`config.mk`:
```
export PLATFORM = sky130hd
export DESIGN_NAME = page_frame_free_list_allocator
export DESIGN_NICKNAME = d
export VERILOG_FILES = /design/src/rtl/pffla_pkg.sv /design/src/rtl/pffla_dp.sv /design/src/rtl/pffla_ctrl.sv /design/src/rtl/page_frame_free_list_allocator.sv
export SDC_FILE = /design/constraint.sdc
export NUM_CORES = 2
export LEC_CHECK = 0
export ABC_CLOCK_PERIOD_IN_PS = 10500
export BUFFER_PORTS_ARGS = -buffer_cell sky130_fd_sc_hd__buf_2
export CAP_MARGIN = 25
export CORE_MARGIN = 3
export CORE_UTILIZATION = 60
export CTS_CLUSTER_SIZE = 24
export DETAILED_ROUTE_END_ITERATION = 8
export GPL_ROUTABILITY_DRIVEN = 0
export PLACE_DENSITY_LB_ADDON = 0.3
export SYNTH_ARGS = -nofsm -noshare
export SYNTH_HDL_FRONTEND = slang
export SYNTH_SLANG_ARGS = --single-unit
```
`constraint.sdc`:
```
create_clock -name i_clk -period 10.5 [get_ports i_clk]
set_input_delay 1.575 -clock i_clk [delete_from_list [all_inputs] [get_ports i_clk]]
set_output_delay 1.575 -clock i_clk [all_outputs]
set_load 0.005 [all_outputs]
```
`src/rtl/pffla_pkg.sv`:
```
`timescale 1ns / 1ps
`default_nettype none
package pffla_pkg;

    localparam int CMD_W  = 2;
    localparam int CNT_W  = 8;
    localparam int IDX_W  = 7;
    localparam int ST_W   = 2;
    localparam int ADDR_W = 28;

    localparam logic [CMD_W-1:0] CMD_ALLOC = 2'd0;
    localparam logic [CMD_W-1:0] CMD_FREE  = 2'd1;
    localparam logic [CMD_W-1:0] CMD_INIT  = 2'd2;
    localparam logic [CMD_W-1:0] CMD_NONE  = 2'd3;

    localparam logic [ST_W-1:0] ST_ALLOC_OK = 2'd0;
    localparam logic [ST_W-1:0] ST_ZERO     = 2'd1;
    localparam logic [ST_W-1:0] ST_SHORT    = 2'd2;
    localparam logic [ST_W-1:0] ST_DONE     = 2'd3;

    typedef enum logic [3:0] {
        DP_NOP,
        DP_CLR_START,
        DP_CLR_STEP,
        DP_LOAD_ALLOC,
        DP_LOAD_FREE,
        DP_A_STEP,
        DP_A_LINK,
        DP_A_FIX,
        DP_F_BACK,
        DP_F_TURN,
        DP_F_FWD,
        DP_F_SPLICE,
        DP_RESULT
    } t_dp_op;

    typedef struct packed {
        t_dp_op          op;
        logic [ST_W-1:0] status;
    } t_dp_cmd;

    typedef struct packed {
        logic cnt_zero;
        logic page_ok;
        logic fh_page;
        logic k_lt_cnt;
        logic nrd_page;
        logic prd_page;
        logic steps_done;
        logic head_is_fh;
        logic sweep_last;
    } t_dp_sts;

endpackage
`default_nettype wire

```
`src/rtl/pffla_dp.sv`:
```
`timescale 1ns / 1ps
`default_nettype none
module pffla_dp #(
    parameter int PAGE_COUNT = 128,
    parameter int PAGE_SHIFT = 21
) (
    input  wire logic                          i_clk,
    input  wire logic                          i_rst_n,
    input  wire pffla_pkg::t_dp_cmd            i_cmd,
    output pffla_pkg::t_dp_sts                 o_sts,
    input  wire logic [pffla_pkg::CNT_W-1:0]   i_page_count,
    input  wire logic [pffla_pkg::IDX_W-1:0]   i_page_index,
    output logic      [pffla_pkg::ST_W-1:0]    o_status,
    output logic      [pffla_pkg::IDX_W-1:0]   o_first_page,
    output logic      [pffla_pkg::ADDR_W-1:0]  o_first_address
);
    localparam int LW = $clog2(PAGE_COUNT + 1);
    localparam int PW = $clog2(PAGE_COUNT);
    localparam int CW = (LW > pffla_pkg::CNT_W) ? LW : pffla_pkg::CNT_W;
    localparam int SW = LW + PAGE_SHIFT;
    localparam int XW = (SW > pffla_pkg::ADDR_W) ? SW : pffla_pkg::ADDR_W;
    localparam logic [LW-1:0] NIL  = LW'(PAGE_COUNT);
    localparam logic [LW-1:0] LAST = LW'(PAGE_COUNT - 1);

    logic [LW-1:0] r_next_mem [PAGE_COUNT];
    logic [LW-1:0] r_prev_mem [PAGE_COUNT];

    logic [LW-1:0] r_fh;
    logic [LW-1:0] r_head;
    logic [LW-1:0] r_tail;
    logic [LW-1:0] r_nrd;
    logic [LW-1:0] r_prd;
    logic [CW-1:0] r_k;
    logic [pffla_pkg::CNT_W-1:0] r_cnt;

    logic          n_we_next;
    logic [PW-1:0] n_wa_next;
    logic [LW-1:0] n_wd_next;
    logic          n_we_prev;
    logic [PW-1:0] n_wa_prev;
    logic [LW-1:0] n_wd_prev;
    logic [XW-1:0] w_addr_full;

    assign o_sts.cnt_zero   = (i_page_count == '0);
    assign o_sts.page_ok    = (32'(i_page_index) < 32'(PAGE_COUNT));
    assign o_sts.fh_page    = (r_fh < NIL);
    assign o_sts.k_lt_cnt   = (r_k < CW'(r_cnt));
    assign o_sts.nrd_page   = (r_nrd < NIL);
    assign o_sts.prd_page   = (r_prd < NIL);
    assign o_sts.steps_done = (r_k == CW'(PAGE_COUNT));
    assign o_sts.head_is_fh = (r_head == r_fh);
    assign o_sts.sweep_last = (r_k == CW'(PAGE_COUNT - 1));

    assign w_addr_full = XW'(r_head) << PAGE_SHIFT;

    // write port selection
    always_comb begin
        n_we_next = 1'b0;
        n_wa_next = r_tail[PW-1:0];
        n_wd_next = NIL;
        n_we_prev = 1'b0;
        n_wa_prev = r_head[PW-1:0];
        n_wd_prev = NIL;
        unique case (i_cmd.op)
            pffla_pkg::DP_CLR_STEP: begin
                n_we_next = 1'b1;
                n_wa_next = r_k[PW-1:0];
                n_wd_next = (r_k == '0) ? NIL : LW'(r_k - 1'b1);
                n_we_prev = 1'b1;
                n_wa_prev = r_k[PW-1:0];
                n_wd_prev = (r_k == CW'(PAGE_COUNT - 1)) ? NIL : LW'(r_k + 1'b1);
            end
            pffla_pkg::DP_A_LINK: begin
                n_we_next = 1'b1;
                n_we_prev = (r_nrd < NIL);
                n_wa_prev = r_nrd[PW-1:0];
            end
            pffla_pkg::DP_A_FIX: begin
                n_we_prev = 1'b1;
            end
            pffla_pkg::DP_F_SPLICE: begin
                n_we_next = 1'b1;
                n_wd_next = r_fh;
                n_we_prev = (r_fh < NIL);
                n_wa_prev = r_fh[PW-1:0];
                n_wd_prev = r_tail;
            end
            default: begin
            end
        endcase
    end

    always_ff @(posedge i_clk) begin
        if (n_we_next) begin
            r_next_mem[n_wa_next] <= n_wd_next;
        end
        r_nrd <= r_next_mem[r_tail[PW-1:0]];
    end

    always_ff @(posedge i_clk) begin
        if (n_we_prev) begin
            r_prev_mem[n_wa_prev] <= n_wd_prev;
        end
        r_prd <= r_prev_mem[r_head[PW-1:0]];
    end

    always_ff @(posedge i_clk) begin
        if (!i_rst_n) begin
            r_k  <= '0;
            r_fh <= LAST;
        end else begin
            unique case (i_cmd.op)
                pffla_pkg::DP_CLR_START: r_k <= '0;
                pffla_pkg::DP_CLR_STEP: begin
                    r_k <= r_k + 1'b1;
                    if (r_k == CW'(PAGE_COUNT - 1)) begin
                        r_fh <= LAST;
                    end
                end
                pffla_pkg::DP_LOAD_ALLOC: begin
                    r_head <= r_fh;
                    r_tail <= r_fh;
                    r_cnt  <= i_page_count;
                    r_k    <= CW'(1);
                end
                pffla_pkg::DP_LOAD_FREE: begin
                    r_head <= LW'(i_page_index);
                    r_k    <= '0;
                end
                pffla_pkg::DP_A_STEP: begin
                    r_tail <= r_nrd;
                    r_k    <= r_k + 1'b1;
                end
                pffla_pkg::DP_A_LINK: r_fh <= r_nrd;
                pffla_pkg::DP_F_BACK: begin
                    r_head <= r_prd;
                    r_k    <= r_k + 1'b1;
                end
                pffla_pkg::DP_F_TURN: begin
                    r_tail <= r_head;
                    r_k    <= '0;
                end
                pffla_pkg::DP_F_FWD: begin
                    r_tail <= r_nrd;
                    r_k    <= r_k + 1'b1;
                end
                pffla_pkg::DP_F_SPLICE: r_fh <= r_head;
                pffla_pkg::DP_RESULT: begin
                    o_status <= i_cmd.status;
                    if (i_cmd.status == pffla_pkg::ST_ALLOC_OK) begin
                        o_first_page    <= pffla_pkg::IDX_W'(r_head);
                        o_first_address <= w_addr_full[pffla_pkg::ADDR_W-1:0];
                    end else begin
                        o_first_page    <= '0;
                        o_first_address <= '0;
                    end
                end
                default: begin
                end
            endcase
        end
    end

endmodule
`default_nettype wire

```
`src/rtl/pffla_ctrl.sv`:
```
`timescale 1ns / 1ps
`default_nettype none
module pffla_ctrl (
    input  wire logic                          i_clk,
    input  wire logic                          i_rst_n,
    input  wire logic                          i_in_valid,
    output logic                               o_in_ready,
    input  wire logic [pffla_pkg::CMD_W-1:0]   i_command,
    output logic                               o_out_valid,
    input  wire logic                          i_out_ready,
    output pffla_pkg::t_dp_cmd                 o_cmd,
    input  wire pffla_pkg::t_dp_sts            i_sts
);
    typedef enum logic [3:0] {
        S_CLEAR,
        S_INIT,
        S_IDLE,
        S_A_WAIT,
        S_A_STEP,
        S_A_FIX,
        S_F_WAIT_B,
        S_F_BACK,
        S_F_WAIT_F,
        S_F_FWD,
        S_DONE
    } t_state;

    t_state                     r_state;
    logic [pffla_pkg::ST_W-1:0] r_status;
    logic                       w_accept;
    logic                       w_out_free;

    assign o_in_ready = (r_state == S_IDLE);
    assign w_accept   = i_in_valid && o_in_ready;
    assign w_out_free = !o_out_valid || i_out_ready;

    always_comb begin
        o_cmd.op     = pffla_pkg::DP_NOP;
        o_cmd.status = r_status;
        unique case (r_state)
            S_CLEAR, S_INIT: o_cmd.op = pffla_pkg::DP_CLR_STEP;
            S_IDLE: begin
                if (w_accept) begin
                    priority if (i_command == pffla_pkg::CMD_ALLOC) begin
                        if (!i_sts.cnt_zero && i_sts.fh_page) begin
                            o_cmd.op = pffla_pkg::DP_LOAD_ALLOC;
                        end
                    end else if (i_command == pffla_pkg::CMD_FREE) begin
                        if (i_sts.page_ok) begin
                            o_cmd.op = pffla_pkg::DP_LOAD_FREE;
                        end
                    end else if (i_command == pffla_pkg::CMD_INIT) begin
                        o_cmd.op = pffla_pkg::DP_CLR_START;
                    end else begin
                        // unused command: nothing to do in the datapath
                    end
                end
            end
            S_A_STEP: begin
                if (!i_sts.k_lt_cnt) begin
                    o_cmd.op = pffla_pkg::DP_A_LINK;
                end else if (i_sts.nrd_page) begin
                    o_cmd.op = pffla_pkg::DP_A_STEP;
                end
            end
            S_A_FIX: o_cmd.op = pffla_pkg::DP_A_FIX;
            S_F_BACK: begin
                if (i_sts.steps_done || !i_sts.prd_page) begin
                    if (!i_sts.head_is_fh) begin
                        o_cmd.op = pffla_pkg::DP_F_TURN;
                    end
                end else begin
                    o_cmd.op = pffla_pkg::DP_F_BACK;
                end
            end
            S_F_FWD: begin
                if (i_sts.steps_done || !i_sts.nrd_page) begin
                    o_cmd.op = pffla_pkg::DP_F_SPLICE;
                end else begin
                    o_cmd.op = pffla_pkg::DP_F_FWD;
                end
            end
            S_DONE: begin
                if (w_out_free) begin
                    o_cmd.op = pffla_pkg::DP_RESULT;
                end
            end
            default: begin
            end
        endcase
    end

    always_ff @(posedge i_clk) begin
        if (!i_rst_n) begin
            r_state     <= S_CLEAR;
            r_status    <= pffla_pkg::ST_DONE;
            o_out_valid <= 1'b0;
        end else begin
            if (r_state == S_DONE && w_out_free) begin
                o_out_valid <= 1'b1;
            end else if (i_out_ready) begin
                o_out_valid <= 1'b0;
            end
            unique case (r_state)
                S_CLEAR: begin
                    if (i_sts.sweep_last) begin
                        r_state <= S_IDLE;
                    end
                end
                S_INIT: begin
                    if (i_sts.sweep_last) begin
                        r_status <= pffla_pkg::ST_DONE;
                        r_state  <= S_DONE;
                    end
                end
                S_IDLE: begin
                    if (w_accept) begin
                        r_status <= pffla_pkg::ST_DONE;
                        r_state  <= S_DONE;
                        priority if (i_command == pffla_pkg::CMD_ALLOC) begin
                            priority if (i_sts.cnt_zero) begin
                                r_status <= pffla_pkg::ST_ZERO;
                            end else if (!i_sts.fh_page) begin
                                r_status <= pffla_pkg::ST_SHORT;
                            end else begin
                                r_state <= S_A_WAIT;
                            end
                        end else if (i_command == pffla_pkg::CMD_FREE) begin
                            if (i_sts.page_ok) begin
                                r_state <= S_F_WAIT_B;
                            end
                        end else if (i_command == pffla_pkg::CMD_INIT) begin
                            r_state <= S_INIT;
                        end else begin
                            // unused command: straight to the result
                        end
                    end
                end
                S_A_WAIT: r_state <= S_A_STEP;
                S_A_STEP: begin
                    priority if (!i_sts.k_lt_cnt) begin
                        r_state <= S_A_FIX;
                    end else if (i_sts.nrd_page) begin
                        r_state <= S_A_WAIT;
                    end else begin
                        r_status <= pffla_pkg::ST_SHORT;
                        r_state  <= S_DONE;
                    end
                end
                S_A_FIX: begin
                    r_status <= pffla_pkg::ST_ALLOC_OK;
                    r_state  <= S_DONE;
                end
                S_F_WAIT_B: r_state <= S_F_BACK;
                S_F_BACK: begin
                    if (i_sts.steps_done || !i_sts.prd_page) begin
                        r_state <= i_sts.head_is_fh ? S_DONE : S_F_WAIT_F;
                    end else begin
                        r_state <= S_F_WAIT_B;
                    end
                end
                S_F_WAIT_F: r_state <= S_F_FWD;
                S_F_FWD: begin
                    if (i_sts.steps_done || !i_sts.nrd_page) begin
                        r_state <= S_DONE;
                    end else begin
                        r_state <= S_F_WAIT_F;
                    end
                end
                S_DONE: begin
                    if (w_out_free) begin
                        r_state <= S_IDLE;
                    end
                end
                default: r_state <= S_IDLE;
            endcase
        end
    end

endmodule
`default_nettype wire

```
`src/rtl/page_frame_free_list_allocator.sv`:
```
// Page frame allocator over a pool of PAGE_COUNT frames kept as doubly
// linked lists in two link memories (next and prev, one write and one read port each).
// Input channel (i_in_valid / o_in_ready): one transaction carries a
// command: allocate i_page_count frames, free the list holding
// i_page_index, or rebuild the pool. Output channel (o_out_valid /
// i_out_ready): exactly one result transaction per command, with status,
// first page and its physical address (page << PAGE_SHIFT, 28 bits).
// One command is in flight at a time. Each link hop is a registered
// memory read followed by its use. Allocate walks n frames forward from
// the free head; free walks back to the start of the list, then forward
// to its end, and splices it in front of the free list; rebuild writes
// one frame's links per cycle.
// After reset the block runs a clearing pass that rebuilds the links;
// o_in_ready stays low during it.
// A finished result sits in the output register; a new command is taken
// while it waits, but the next result is held back until the receiver
// has taken the earlier one.
`timescale 1ns / 1ps
`default_nettype none
module page_frame_free_list_allocator #(
    parameter int PAGE_COUNT = 128,
    parameter int PAGE_SHIFT = 21
) (
    input  wire logic                          i_clk,
    input  wire logic                          i_rst_n,
    input  wire logic                          i_in_valid,
    output logic                               o_in_ready,
    input  wire logic [pffla_pkg::CMD_W-1:0]   i_command,
    input  wire logic [pffla_pkg::CNT_W-1:0]   i_page_count,
    input  wire logic [pffla_pkg::IDX_W-1:0]   i_page_index,
    output logic                               o_out_valid,
    input  wire logic                          i_out_ready,
    output logic      [pffla_pkg::ST_W-1:0]    o_status,
    output logic      [pffla_pkg::IDX_W-1:0]   o_first_page,
    output logic      [pffla_pkg::ADDR_W-1:0]  o_first_address
);
    // controller -> datapath commands, datapath -> controller flags
    pffla_pkg::t_dp_cmd w_cmd;
    pffla_pkg::t_dp_sts w_sts;

    pffla_ctrl u_ctrl (
        .i_clk       (i_clk),
        .i_rst_n     (i_rst_n),
        .i_in_valid  (i_in_valid),
        .o_in_ready  (o_in_ready),
        .i_command   (i_command),
        .o_out_valid (o_out_valid),
        .i_out_ready (i_out_ready),
        .o_cmd       (w_cmd),
        .i_sts       (w_sts)
    );

    // link memories, walk pointers, free head and result registers
    pffla_dp #(
        .PAGE_COUNT (PAGE_COUNT),
        .PAGE_SHIFT (PAGE_SHIFT)
    ) u_dp (
        .i_clk           (i_clk),
        .i_rst_n         (i_rst_n),
        .i_cmd           (w_cmd),
        .o_sts           (w_sts),
        .i_page_count    (i_page_count),
        .i_page_index    (i_page_index),
        .o_status        (o_status),
        .o_first_page    (o_first_page),
        .o_first_address (o_first_address)
    );

`ifndef SYNTHESIS
    // a command is never taken on two consecutive edges
    a_one_in_flight: assert property (@(posedge i_clk) disable iff (!i_rst_n)
        (i_in_valid && o_in_ready) |=> !o_in_ready)
        else $error("second command taken while one in flight");

    // failed or non-allocate results carry no page
    a_fail_zero: assert property (@(posedge i_clk) disable iff (!i_rst_n)
        (o_out_valid && o_status != pffla_pkg::ST_ALLOC_OK) |->
        (o_first_page == '0 && o_first_address == '0))
        else $error("nonzero page on non-allocate result");

    // clearing pass blocks input right after reset
    a_clear_pass: assert property (@(posedge i_clk)
        $rose(i_rst_n) |-> !o_in_ready)
        else $error("input ready during clearing pass");
`endif

endmodule
`default_nettype wire
```
# Yosys cells after proc, flatten, opt, wreduce, memory -nomap -nowiden
# Memory sizes are Yosys's and may differ from the RTL's. A register that Yosys moved wholly into a read port is not among the register bits.
# Index checks and enable logic that the tools add are counted.
# word_totals
elab_cells	141
memories	2
register_bits	77
ramBits	2048
# mem_list
name	words	width	read_ports	rd_ports_with_merged_regs	wr	line	rtl
u_dp.r_next_mem	128	8	1	1	1	pffla_dp.sv:25	logic [LW-1:0] r_next_mem [PAGE_COUNT];
u_dp.r_prev_mem	128	8	1	1	1	pffla_dp.sv:26	logic [LW-1:0] r_prev_mem [PAGE_COUNT];
# op_classes
n_addsub	2
n_reduce_logical	34
n_eq_ne	34
muxes	54
order_cmp	4
# op_table
op	count
$pmux W8 S3	4
$mux W4	19
$pmux W4 S11	1
$eq A4 B3 Y1 const B	8
$eq A4 B4 Y1 const B	8
$pmux W8 S2	2
$pmux W4 S7	1
$lt A8 B8 Y1 const B	3
$mux W8	3
$pmux W7 S3	1
$mux W2	9
$eq A4 B2 Y1 const B	4
$logic_not A8 Y1	2
$reduce_bool A3 Y1	4
$mux W1	10
$reduce_and A2 Y1	5
$add A8 B1 Y8 const B	1
$eq A4 B1 Y1 const B	2
$eq A8 B7 Y1 const B	1
$eq A8 B8 Y1	1
$eq A8 B8 Y1 const B	1
$lt A8 B8 Y1	1
$ne A2 B1 Y1 const B	4
$pmux W2 S4	1
19 further kinds	32

# Depth between registers and ports, before layout
# depth
ltp_word	12
depth_mapped	13

# Hierarchy
# From an unflattened synthesis, not the netlist that was laid out.
# unflattened
cells_unflattened	4370
hier_area_um2	83737.8
# modules_own_cells
module	area_per_inst_um2	cells_each	n_inst	seq_area_each_um2
pffla_dp	83007.1	4268	1	63130.5
pffla_ctrl	730.7	102	1	140.1

# Worst setup path before layout
# OpenSTA, ideal clock, no wires.
# synth_path
path_kind	register -> register
startpoint	register u_ctrl.r_state[1]
endpoint	memory u_dp.r_next_mem[0][3] in the netlist's numbering (data pin)
setup_time_ns	1.197
arrival_time_ns	6.923
setup_slack_ns	2.380
stages_incl_launch_ff	8
required_time_ns	9.303
path_buffers	4
cell_sequence	dfxtp_1 > clkbuf_1 > nor3_1 > clkbuf_1 > clkbuf_1 > buf_1 > o21ai_0 > o21ai_0
# synth_between
elab_chain_cells	6
# synth_lines
element	line	rtl
from (decl)	pffla_ctrl.sv:28	t_state r_state;
from (signal assigned)	pffla_ctrl.sv:157	r_state <= i_sts.head_is_fh ? S_DONE : S_F_WAIT_F;
$eq A4 B2 Y1	pffla_ctrl.sv:33, pffla_ctrl.sv:40	
$logic_and A1 B1 Y1	pffla_ctrl.sv:34	assign w_accept = i_in_valid && o_in_ready;
$mux W4	pffla_ctrl.sv:43	if (w_accept) begin
$pmux W4 S7 *	pffla_ctrl.sv:40	unique case (r_state)
$eq A4 B4 Y1 or $eq A4 B2 Y1 (tied branches)	pffla_dp.sv:64	unique case (i_cmd.op)
$pmux W8 S2 *	pffla_dp.sv:64	
named net u_dp.n_wd_next[3]	pffla_dp.sv:38	logic [LW-1:0] n_wd_next;
to (decl)	pffla_dp.sv:25	
# Mark *: on every way through the listed nets, which the timed path passes. The rest lies on a longest branch.

# Worst setup path after layout
# layout_path
startpoint	input port i_page_count[1] in the netlist's numbering
endpoint	register u_dp.r_head[2] (enable)
# layout_between
elab_chain_cells	10
# layout_lines
element	line	rtl
from (decl)	page_frame_free_list_allocator.sv:29	input wire logic [pffla_pkg::CNT_W-1:0] i_page_count,
$logic_not A8 Y1 *	pffla_dp.sv:44	assign o_sts.cnt_zero = (i_page_count == '0);
$logic_not A1 Y1 *	pffla_ctrl.sv:45	if (!i_sts.cnt_zero && i_sts.fh_page) begin
$logic_and A1 B1 Y1 *	pffla_ctrl.sv:45	
$mux W2 *	pffla_ctrl.sv:45	
$mux W4 *	pffla_ctrl.sv:44	priority if (i_command == pffla_pkg::CMD_ALLOC) begin
$mux W4 *	pffla_ctrl.sv:43	
$pmux W4 S7 *	pffla_ctrl.sv:40	
$eq A4 B3 Y1, or another cell as far along	pffla_dp.sv:112	unique case (i_cmd.op)
$reduce_bool A3 Y1 (no source line) *	--	
$reduce_and A2 Y1 (no source line) *	--	
to (signal assigned)	pffla_dp.sv:121	r_head <= r_fh;
to (signal assigned)	pffla_dp.sv:127	r_head <= LW'(i_page_index);
to (signal assigned)	pffla_dp.sv:136	r_head <= r_prd;
to (decl)	pffla_dp.sv:29	logic [LW-1:0] r_head;
# Every way passes the cells marked *; elsewhere a longest branch is shown, timed or not.
# A chain may end at the register's enable or synchronous reset.

==> metrics <==
run status completed; x dimension of the die 379 um; antenna violations before repair 6; Worst Reg-to-Reg Cells 9; number of input and output port buffers inserted 38; crit path kind input port to flop; final antenna-violating net count 0; element type at the critical path end flop; cell types occupying the most area after synthesis edfxtp_1 75%, mux4_2 18%, nor2_1 1.3%; EDFF count, synth 2,081; Clock H-tree levels 4; Final HPWL DP 112 mm; Relative slew margins 0.280; final cycle utilization of the critical path 0.494; portion of the post-synthesis area used by sequential elements 0.756; Highest Clock Rate 193 MHz; number of buffers on the longest clock path 3; per-instance average area after synthesis 21.9 um^2; required time of the critical path 10.94 ns; GRT busiest layer met2; average via count per standard cell 6.78; top cells by count, synth 2,081 x edfxtp_1, 672 x mux4_2, 280 x nor2_1, 139 x clkbuf_1, 98 x nand2_1; RSZ-0062 raised after global routing no; number of buffers created by CTS 199; total negative slack 0 ns; routed vias 40,474; number of cells traversed by the worst hold path 1; initial DRC count 5,569; global route total overflow 0; DRC viols 0; number of sinks handled by clock tree synthesis 2,120; fraction of registers with async set or reset after synthesis 0; Post-CTS Setup Inserts 0; Hold Fails Final Rpt 0; synthesized instance count 3,818; worst hold slack after final layout 0.548 ns; initial cell density of the core 0.606; Max VDD drop 0.180 mV; Final Setup Violations 0; io pins 60; placement row count 136; Total Routing Usage GR 0.276; dominant cell by count in the synthesized netlist edfxtp_1; Yosys cell types 75; max-cap violation count 0; Worst-Skew Late Latency 0.84 ns; Arrival @ worst endpoint 5.62 ns; leak pwr 28.8 nW; met3 usage 0.0582; total detailed-routing wirelength 194 mm; predominant post-synthesis flop cell edfxtp_1; largest net degree at the start of global routing 120; quantity of hold-fixing buffers added after cts 0; highest fanout seen on the critical path 13; global-route wire length before repair 284 mm; fraction of layout cells with a size suffix above 1 0.279; nets@finish 3,967; max-slew violation total from the final report 0; fraction of synthesized cell area taken by the top area cell type 0.747; crit path time final 5.18 ns; Seq cells post-synth 2,120; clock tree from TritonCTS yes; kind of launch point of the worst setup path input port; Yosys warnings 0; transition time at the pin with the least slew margin 1.07 ns; hold crit path type flop to flop; signed area change from the synthesized netlist to the final layout 10.7%; leading area contributor after synthesis edfxtp_1; number of search-and-repair iterations in the first detailed-routing pass 7; CORE AREA 138,000 um^2; Root Driver clkbuf_16; number of global-route vias before repair 40,177; post-detailed-route wirelength per cell 32.4 um; met2 global-route usage 0.437; total power density per cell area 182 nW/um^2; post-synthesis instance area 83,700 um^2; vertical die dimension 379 um; area enclosed by the die boundary 144,000 um^2; clock skew 0.0508 ns; number of gates resized after cts 0; clock transition at the registers of the reported paths 0.06 ns; met1 Usage GRT 0.398
[flip-flops by register name, summed over array words and instances (netlist names), 4 cells and up]
name               count
u_dp.r_k               8
u_dp.r_prd             8
u_dp.r_cnt             8
u_dp.r_head            8
u_dp.r_next_mem     1024
u_dp.r_prev_mem     1024
u_dp.r_nrd             8
u_dp.o_first_page      7
u_ctrl.r_state         4
u_dp.r_tail            8
u_dp.r_fh              8
[cell usage in the layout (no fill, tap or decap), types with 23 or more instances in the layout]
cell type / n
clkinv_1: 45
inv_1: 33
nand2_1: 98
nor3_1: 30
clkbuf_1: 40
nor2_1: 280
edfxtp_1: 2081
clkinv_2: 46
mux4_2: 672
a21oi_1: 27
clkbuf_16: 199
buf_4: 87
dfxtp_1: 39
o21ai_0: 30
nand3_1: 23
buf_2: 41
[path summary, 6_finish.rpt]
| path | slack [ns] | from | endpoint |
|---|---|---|---|
| worst max-delay path | 5.32 | i_page_count[1] | u_dp.r_head[2]$_DFFE_PP_ |
| worst min-delay path | 0.55 | u_dp.r_prd[2]$_DFF_P_ | u_dp.r_head[2]$_DFFE_PP_ |
| worst max register to register | 5.32 | u_dp.r_k[0]$_SDFFE_PN0P_ | u_dp.r_prev_mem[118][4]$_DFFE_PP_ |
| worst min register to register | 0.55 | u_dp.r_prd[2]$_DFF_P_ | u_dp.r_head[2]$_DFFE_PP_ |
[cell families after synthesis]
logic type | synth area share
flops | 0.756
mux | 0.182
simple gates | 0.0279
buf+inv | 0.0141
compound gates | 0.0166
xor+xnor | 0.00136
fa+ha+maj | 0.00179
other cells | 0.0000448
[per-layer routing]
layer	share of wire	vias up
li1	-	16289
met1	0.38	21322
met2	0.49	2501
met3	0.10	356
met4	0.029	6
met5	0.00020	-
[critical path, cell delays in order]
cell and delay (ns):
buf_2 0.11, nor4_1 0.86, a211oi_1 0.27, and3_1 0.33
a2111oi_0 0.76, and4_1 0.69, nor2_1 0.17, o21ai_0 0.85
[where the power goes]
group | internal (W) | switching, W | leakage [nW] | total [W]
Sequential | 0.00941 | 0.0000101 | 19.7 | 0.00942
Clock | 0.00387 | 0.00311 | 3.10 | 0.00699
Combinational | 0.0000608 | 0.000338 | 6.00 | 0.000399
[through the flow]
step / area, um^2 / worst slack [ns] / util / power (W) / cells
after floorplan: 83700 / 2.38 / - / 0.00983 / 3838
after global placement: 86100 / 4.68 / 0.624 / 0.00998 / 5579
after detailed placement: 86200 / 4.64 / 0.624 / 0.0100 / 5589
after CTS: 92500 / 5.37 / 0.670 / 0.0169 / 5956
after global routing: 92600 / 5.18 / 0.671 / 0.0173 / 5963
final: 92600 / 5.32 / 0.671 / 0.0168 / 5967
[layout make-up]
class	instances	area, um^2
flip-flops and latches	2120	63300
fillers	8379	45400
multi-input cells	1442	19500
clock buffers	239	5130
well taps	1863	2330
clock inverters	128	1200
repair buffers	138	1070
inverters	33	124
diodes	4	10.0
(Power assumes the default switching activity.)
